## config.mk

```make
export PLATFORM = sky130hd
export DESIGN_NAME = encoder_button_gesture_classifier
export DESIGN_NICKNAME = d
export VERILOG_FILES = /design/src/rtl/core/egc_pkg.sv /design/src/rtl/core/encoder_button_gesture_classifier.sv /design/src/rtl/core/egc_classify.sv
export SDC_FILE = /design/constraint.sdc
export NUM_CORES = 1
export LEC_CHECK = 0
export ABC_CLOCK_PERIOD_IN_PS = 5500
export BUFFER_PORTS_ARGS = -buffer_cell sky130_fd_sc_hd__clkbuf_2
export CAP_MARGIN = 20
export CELL_PAD_IN_SITES_DETAIL_PLACEMENT = 1
export CELL_PAD_IN_SITES_GLOBAL_PLACEMENT = 2
export CORE_MARGIN = 1.5
export CORE_UTILIZATION = 37
export DETAILED_ROUTE_END_ITERATION = 16
export GPL_ROUTABILITY_DRIVEN = 0
export GPL_TIMING_DRIVEN = 0
export PLACE_DENSITY_LB_ADDON = 0.1
export RECOVER_POWER = 100
export SKIP_CTS_REPAIR_TIMING = 1
export SYNTH_ARGS = -nofsm -noshare
export SYNTH_HDL_FRONTEND = slang
export SYNTH_SLANG_ARGS = --single-unit
```

## constraint.sdc

```tcl
create_clock -name aclk -period 5.5 [get_ports aclk]
set_input_delay 1.1 -clock aclk [delete_from_list [all_inputs] [get_ports aclk]]
set_output_delay 1.1 -clock aclk [all_outputs]
set_load 0.02 [all_outputs]
```

## src/rtl/core/egc_pkg.sv

```systemverilog
`timescale 1ns / 1ps
// Types and constants for the encoder and button gesture classifier.
// No dependencies; imported by every module of the block.
package egc_pkg;

    localparam int TimeW   = 32;
    localparam int CountW  = 32;
    localparam int CfgW    = 16;
    localparam int FlagW   = 7;
    localparam int CfgIdxW = 2;

    // encoder movement that counts as a turn
    localparam logic signed [CountW-1:0] TURN_STEP = CountW'(3);
    localparam logic signed [CountW-1:0] TURN_STEP_NEG = -TURN_STEP;
    // press start value that blocks any later press flag
    localparam logic [TimeW-1:0] SENTINEL_TIME = '1;

    // flag bit positions
    localparam int FL_UP       = 0;
    localparam int FL_DOWN     = 1;
    localparam int FL_LEFT     = 2;
    localparam int FL_RIGHT    = 3;
    localparam int FL_SHORT    = 4;
    localparam int FL_LONG     = 5;
    localparam int FL_PRESSING = 6;
    localparam logic [FlagW-1:0] GESTURE_MASK = 7'h3F;

    typedef enum logic {
        OP_SAMPLE = 1'b0,
        OP_CLEAR  = 1'b1
    } op_t;

    typedef enum logic [CfgIdxW-1:0] {
        REG_SAMPLE_PERIOD = 2'd0,
        REG_SHORT_PRESS   = 2'd1,
        REG_LONG_PRESS    = 2'd2,
        REG_PRESSED_LEVEL = 2'd3
    } cfg_idx_t;

    localparam logic [CfgW-1:0] SAMPLE_PERIOD_RST = 16'd1;
    localparam logic [CfgW-1:0] SHORT_PRESS_RST   = 16'd50;
    localparam logic [CfgW-1:0] LONG_PRESS_RST    = 16'd1000;
    localparam logic            PRESSED_LEVEL_RST = 1'b0;

    typedef struct packed {
        logic [CfgW-1:0] sample_period_ms;
        logic [CfgW-1:0] short_press_ms;
        logic [CfgW-1:0] long_press_ms;
        logic            pressed_level;
    } cfg_t;

    typedef struct packed {
        op_t                      operation;
        logic [TimeW-1:0]         now_ms;
        logic signed [CountW-1:0] encoder_count;
        logic                     button_level;
    } item_t;

    typedef struct packed {
        logic [TimeW-1:0]  last_eval_time;
        logic [CountW-1:0] last_count;
        logic              button_was_pressed;
        logic [TimeW-1:0]  press_start_time;
        logic [FlagW-1:0]  flags;
    } state_t;

endpackage

```

## src/rtl/core/encoder_button_gesture_classifier.sv

```systemverilog
`timescale 1ns / 1ps
// Encoder and push-button gesture classifier: an input register, one pass of
// classification logic that updates the gesture state, and a result register.
// Takes one request per cycle unless a result is waiting on m_ready; a request
// passes the input register, then its result the result register. State is read
// and rewritten for each request. Each request returns one result with all flags.
module encoder_button_gesture_classifier
    import egc_pkg::*;
(
    input  logic                     aclk,
    input  logic                     aresetn,
    input  logic                     cfg_wr_en,
    input  logic [CfgIdxW-1:0]       cfg_index,
    input  logic [CfgW-1:0]          cfg_wr_data,
    input  logic                     s_valid,
    output logic                     s_ready,
    input  logic                     s_operation,
    input  logic [TimeW-1:0]         s_now_ms,
    input  logic signed [CountW-1:0] s_encoder_count,
    input  logic                     s_button_level,
    output logic                     m_valid,
    input  logic                     m_ready,
    output logic                     m_flag_up,
    output logic                     m_flag_down,
    output logic                     m_flag_left,
    output logic                     m_flag_right,
    output logic                     m_flag_short,
    output logic                     m_flag_long,
    output logic                     m_pressing,
    output logic                     m_any_changed
);

    cfg_t             cfg_reg;
    item_t            item_reg;
    logic             item_valid_reg;
    state_t           state_reg;
    state_t           state_next;
    logic [FlagW-1:0] out_flags_reg;
    logic             out_valid_reg;
    logic             advance;

    assign advance = item_valid_reg && (!out_valid_reg || m_ready);
    assign s_ready = !item_valid_reg || advance;

    always_ff @(posedge aclk) begin
        if (!aresetn) begin
            cfg_reg.sample_period_ms <= SAMPLE_PERIOD_RST;
            cfg_reg.short_press_ms   <= SHORT_PRESS_RST;
            cfg_reg.long_press_ms    <= LONG_PRESS_RST;
            cfg_reg.pressed_level    <= PRESSED_LEVEL_RST;
        end else if (cfg_wr_en) begin
            unique case (cfg_idx_t'(cfg_index))
                REG_SAMPLE_PERIOD: cfg_reg.sample_period_ms <= cfg_wr_data;
                REG_SHORT_PRESS:   cfg_reg.short_press_ms   <= cfg_wr_data;
                REG_LONG_PRESS:    cfg_reg.long_press_ms    <= cfg_wr_data;
                REG_PRESSED_LEVEL: cfg_reg.pressed_level    <= cfg_wr_data[0];
                default:           cfg_reg                  <= cfg_reg;
            endcase
        end
    end

    always_ff @(posedge aclk) begin
        if (s_valid && s_ready) begin
            item_reg.operation     <= op_t'(s_operation);
            item_reg.now_ms        <= s_now_ms;
            item_reg.encoder_count <= s_encoder_count;
            item_reg.button_level  <= s_button_level;
        end
    end

    always_ff @(posedge aclk) begin
        if (!aresetn) begin
            item_valid_reg <= 1'b0;
        end else if (s_ready) begin
            item_valid_reg <= s_valid;
        end
    end

    egc_classify u_classify (
        .item       (item_reg),
        .cfg        (cfg_reg),
        .state_cur  (state_reg),
        .state_next (state_next)
    );

    always_ff @(posedge aclk) begin
        if (!aresetn) begin
            state_reg <= '0;
        end else if (advance) begin
            state_reg <= state_next;
        end
    end

    always_ff @(posedge aclk) begin
        if (advance) begin
            out_flags_reg <= state_next.flags;
        end
    end

    always_ff @(posedge aclk) begin
        if (!aresetn) begin
            out_valid_reg <= 1'b0;
        end else if (advance) begin
            out_valid_reg <= 1'b1;
        end else if (m_ready) begin
            out_valid_reg <= 1'b0;
        end
    end

    assign m_valid       = out_valid_reg;
    assign m_flag_up     = out_flags_reg[FL_UP];
    assign m_flag_down   = out_flags_reg[FL_DOWN];
    assign m_flag_left   = out_flags_reg[FL_LEFT];
    assign m_flag_right  = out_flags_reg[FL_RIGHT];
    assign m_flag_short  = out_flags_reg[FL_SHORT];
    assign m_flag_long   = out_flags_reg[FL_LONG];
    assign m_pressing    = out_flags_reg[FL_PRESSING];
    assign m_any_changed = |out_flags_reg;

endmodule

```

## src/rtl/core/egc_classify.sv

```systemverilog
`timescale 1ns / 1ps
// Single-pass gesture classification: next state from one item and the current state.
// Depends on egc_pkg.
module egc_classify
    import egc_pkg::*;
(
    input  item_t  item,
    input  cfg_t   cfg,
    input  state_t state_cur,
    output state_t state_next
);

    logic [TimeW-1:0]         since_eval;
    logic                     due;
    logic signed [CountW-1:0] diff;
    logic                     rise;
    logic                     fall;
    logic                     pressed;
    logic [TimeW-1:0]         hold;
    logic                     hold_long;
    logic                     hold_short;

    always_comb begin
        since_eval = item.now_ms - state_cur.last_eval_time;
        due        = since_eval >= {{(TimeW-CfgW){1'b0}}, cfg.sample_period_ms};
        diff       = $signed(item.encoder_count - $signed(state_cur.last_count));
        rise       = diff >= TURN_STEP;
        fall       = diff <= TURN_STEP_NEG;
        pressed    = item.button_level == cfg.pressed_level;
        hold       = item.now_ms - state_cur.press_start_time;
        hold_long  = hold >= {{(TimeW-CfgW){1'b0}}, cfg.long_press_ms};
        hold_short = hold >= {{(TimeW-CfgW){1'b0}}, cfg.short_press_ms};

        state_next = state_cur;
        if (item.operation == OP_CLEAR) begin
            state_next.flags = state_cur.flags & ~GESTURE_MASK;
        end else if (due) begin
            state_next.last_eval_time = item.now_ms;
            if (rise || fall) begin
                if (pressed) begin
                    if (rise) state_next.flags[FL_DOWN] = 1'b1;
                    else      state_next.flags[FL_UP]   = 1'b1;
                    state_next.button_was_pressed = 1'b1;
                    state_next.press_start_time   = SENTINEL_TIME;
                end else begin
                    if (rise) state_next.flags[FL_LEFT]  = 1'b1;
                    else      state_next.flags[FL_RIGHT] = 1'b1;
                end
                state_next.last_count = item.encoder_count;
            end else begin
                if (pressed && !state_cur.button_was_pressed) begin
                    state_next.press_start_time   = item.now_ms;
                    state_next.flags[FL_PRESSING] = 1'b1;
                end else if (pressed) begin
                    if (item.now_ms > state_cur.press_start_time && hold_long) begin
                        state_next.flags[FL_LONG]   = 1'b1;
                        state_next.press_start_time = SENTINEL_TIME;
                    end
                end else if (state_cur.button_was_pressed) begin
                    // suppressed press, or time wrapped during the hold
                    if (state_cur.press_start_time > item.now_ms) begin
                        state_next.press_start_time = item.now_ms;
                    end else if (hold_long) begin
                        state_next.flags[FL_LONG] = 1'b1;
                    end else if (hold_short) begin
                        state_next.flags[FL_SHORT] = 1'b1;
                    end
                    state_next.flags[FL_PRESSING] = 1'b0;
                end
                state_next.button_was_pressed = pressed;
            end
        end
    end

endmodule
```

==> results.py <==
metrics = {
    "place": {
        "preCtsSetupSlack_ps": -1936,
        "place_area_um2": 17470,
        "dp_hpwl_um": 45090,
        "numPortBuffers": 97,
    },
    "final_layout": {
        "largest_reg_flops": 104,
        "area_growth_pct": 16.51,
        "final_util": 0.4378,
        "drive_gt1_frac": 0.1093,
        "ff_latch_area_um2": 5295,
        "fillers": 5347,
        "layout.nets": 2434,
        "final_cell_area_um2": 18900,
        "insertedDiodeCount": 0,
        "multi_input_area_um2": 10230,
    },
    "synth": {
        "syn_inst": 2059,
        "synth_top_cell_by_area": "dfxtp_1",
        "synth_edf_count": 73,
        "synth_flop_cell": "dfxtp_1",
        "synth_cell_type_count": 85,
        "ys_seq_area_frac": 0.3264,
        "mappedNetlistArea_um2": 16220,
        "synthTopCellsByArea": "dfxtp_1 19%, edfxtp_1 14%, ha_1 11%",
        "synth_warnings": 0,
        "synthTopCellsByCount": "327 x nand2_1, 231 x a21oi_1, 167 x inv_1",
        "yosys_register_bits": 228,
        "synth_top_area_share": 0.1913,
        "synthArstFlopShare": 0,
        "syn_nets": 2293,
        "syn_area_per_cell_um2": 7.878,
        "yosysMostFrequentCell": "nand2_1",
    },
    "sta": {
        "hold_ws_ps": 453.5,
        "fin_crit_ps": 5283,
        "finalHoldViolations": 0,
        "fin_setup_tns_ps": 0,
        "setup_ws_ps": 216.6,
        "fin_crit_sh": 0.9606,
        "tightest_slew_ps": 2460,
        "maxSlewViolCount": 69,
        "setup_viol": 0,
        "fin_skew_ps": 31.43,
        "clock.fmax_mhz": 189.3,
        "slew_headroom": -0.6398,
    },
    "clock_network": {
        "cts_tree": "done",
        "cts_buffers": 29,
        "root_buffer": "clkbuf_16",
        "clock-sinks": 228,
        "clk_pin_slew_ps": 60,
        "clock_latency_ps": 600,
        "cts.path.max_buffers": 3,
        "htree_num_levels": 1,
    },
    "route": {
        "drc_errors": 0,
        "dr_total_vias": 15910,
        "drt.antenna.violating_nets": 0,
        "routedWlPerCell_um": 20.66,
        "routed_wl_um": 58000,
        "drt_iter0_markers": 668,
        "first_pass_iters": 4,
        "viasPerCell": 5.667,
    },
    "pwr": {
        "p_leak_nw": 7.013,
        "switching_share": 0.3258,
        "p_clk_frac": 0.383,
        "ir_drop_v": 0.0002361,
        "combinationalPowerShare": 0.239,
        "power.switching_w": 0.001612,
        "powerDensity_nw_per_um2": 261.8,
        "p_int_w": 0.003337,
        "sequentialPowerShare": 0.377,
    },
    "job": {
        "maxCapViolations": 2,
    },
    "die": {
        "coreArea_um2": 43170,
        "start_util": 0.3758,
        "die-area_um2": 45110,
        "pin_count": 99,
        "die_h_um": 212.4,
        "rows": 76,
        "die_x_um": 212.4,
    },
    "critical_path": {
        "r2r-start": "item_reg[36]",
        "worstSetupEndpointType": "flip-flop",
        "path_class": "flip-flop to flip-flop",
        "critical_path.startpoint": "item_reg[36]",
        "crit_path_max_fanout": 10,
        "cp.required_ps": 5950,
        "arrival_ps": 5740,
        "startpoint_type": "flip-flop",
    },
    "status": {
        "outcome": "complete, but fails checks",
        "violations": "max-capacitance violations, max-slew violations",
    },
    "global_routing": {
        "grtUsageTotal": 0.2561,
        "grt_max_degree": 35,
        "grt_overflow": 0,
        "grt_pass1_vias": 16630,
        "grt_pass1_wl_um": 91170,
        "antenna_found_initial": 0,
    },
    "worst_hold_path": {
        "holdCritPathClass": "flip-flop to flip-flop",
        "hp-start": "state_reg[80]",
    },
}
==> logic make-up after synthesis <==
logic type      synth area share
fa+ha+maj                 0.1132
xor+xnor                 0.03509
compound gates            0.2586
simple gates              0.1941
buf+inv                  0.06494
flops                     0.3264
mux                     0.007636
==> cell type report <==
type	count	share of cell area
clock inverter	10	0.003773
clock buffer	44	0.04581
sequential	228	0.2802
buffer	105	0.02608
multi-input combinational	1554	0.5412
timing repair buffer	113	0.03072
tap	585	0.03873
inverter	169	0.03356
==> metrics by stage <==
stage / cells / total power, W
6_report: 2808 / 0.004949
5_1_grt: 2808 / 0.005199
4_1_cts: 2798 / 0.004951
3_5_place_dp: 2744 / 0.003030
3_3_place_gp: 2741 / 0.002997
2_1_floorplan: 2059 / 0.002663
==> cells in the final DEF (no fill, tap or decap), types with 8 or more instances in the layout <==
master | netlist | final
nand4_1 | 37 | 37
o22ai_1 | 34 | 34
and4_1 | 8 | 8
o21ai_0 | 102 | 99
o41ai_2 | 0 | 13
a211oi_2 | 0 | 11
xor2_1 | 27 | 26
clkbuf_1 | 97 | 102
o21a_1 | 15 | 15
o211ai_1 | 32 | 32
nor2b_1 | 14 | 14
nor3_1 | 34 | 31
nor2_1 | 96 | 96
nand2b_1 | 16 | 15
inv_1 | 167 | 168
and3_1 | 16 | 15
mux2i_1 | 9 | 9
o21bai_1 | 12 | 12
clkbuf_2 | 1 | 90
o41ai_1 | 32 | 19
a21o_1 | 45 | 45
nand3_1 | 60 | 59
and2_1 | 12 | 11
a31oi_1 | 20 | 19
a211oi_1 | 52 | 41
clkbuf_16 | 0 | 32
dfxtp_1 | 155 | 155
ha_1 | 142 | 142
a21oi_1 | 231 | 227
or3_1 | 9 | 8
xnor2_1 | 38 | 38
buf_4 | 0 | 15
edfxtp_1 | 73 | 73
nand2_1 | 327 | 326
==> final timing paths <==
kind,to,slack [ps],cells past startpoint
worst max-delay path,state_reg[12],220,20
worst max register to register,state_reg[12],220,20
worst min register to register,state_reg[80],450,2
worst min-delay path,state_reg[80],450,2
==> layer usage <==
metal  vias up  track usage  wire [um]
met5         -            0          0
met4         0      0.06530       1661
met3        81      0.02408       1421
met2       198       0.4683      28850
met1      7891       0.3203      26060
li1       7742            -          -
==> power groups by stage <==
| stage | Sequential [W] | Clock [W] | Combinational [W] |
|---|---|---|---|
| after floorplan | 0.00188 | 0 | 0.000781 |
| after global placement | 0.00190 | 0 | 0.00109 |
| after detailed placement | 0.00190 | 0 | 0.00113 |
| after CTS | 0.00187 | 0.00195 | 0.00114 |
| after global routing | 0.00188 | 0.00200 | 0.00132 |
| final | 0.00187 | 0.00190 | 0.00118 |
==> critical path, stage by stage (launching register included) <==
cell and delay [ps]:
edfxtp_1 480, ha_1 440, nand3_1 150, o21bai_1 240
nand2_1 200, a31oi_4 140, o31ai_4 330, xor2_2 240
ha_1 290, a21oi_1 190, o21ai_0 130, nor3_2 210
o211ai_1 120, nor2_1 110, o211ai_1 100, or4_1 540
nor4_4 310, a21oi_2 190, clkbuf_4 280, o41ai_1 350
a211oi_1 90
(Power assumes the default switching activity.)
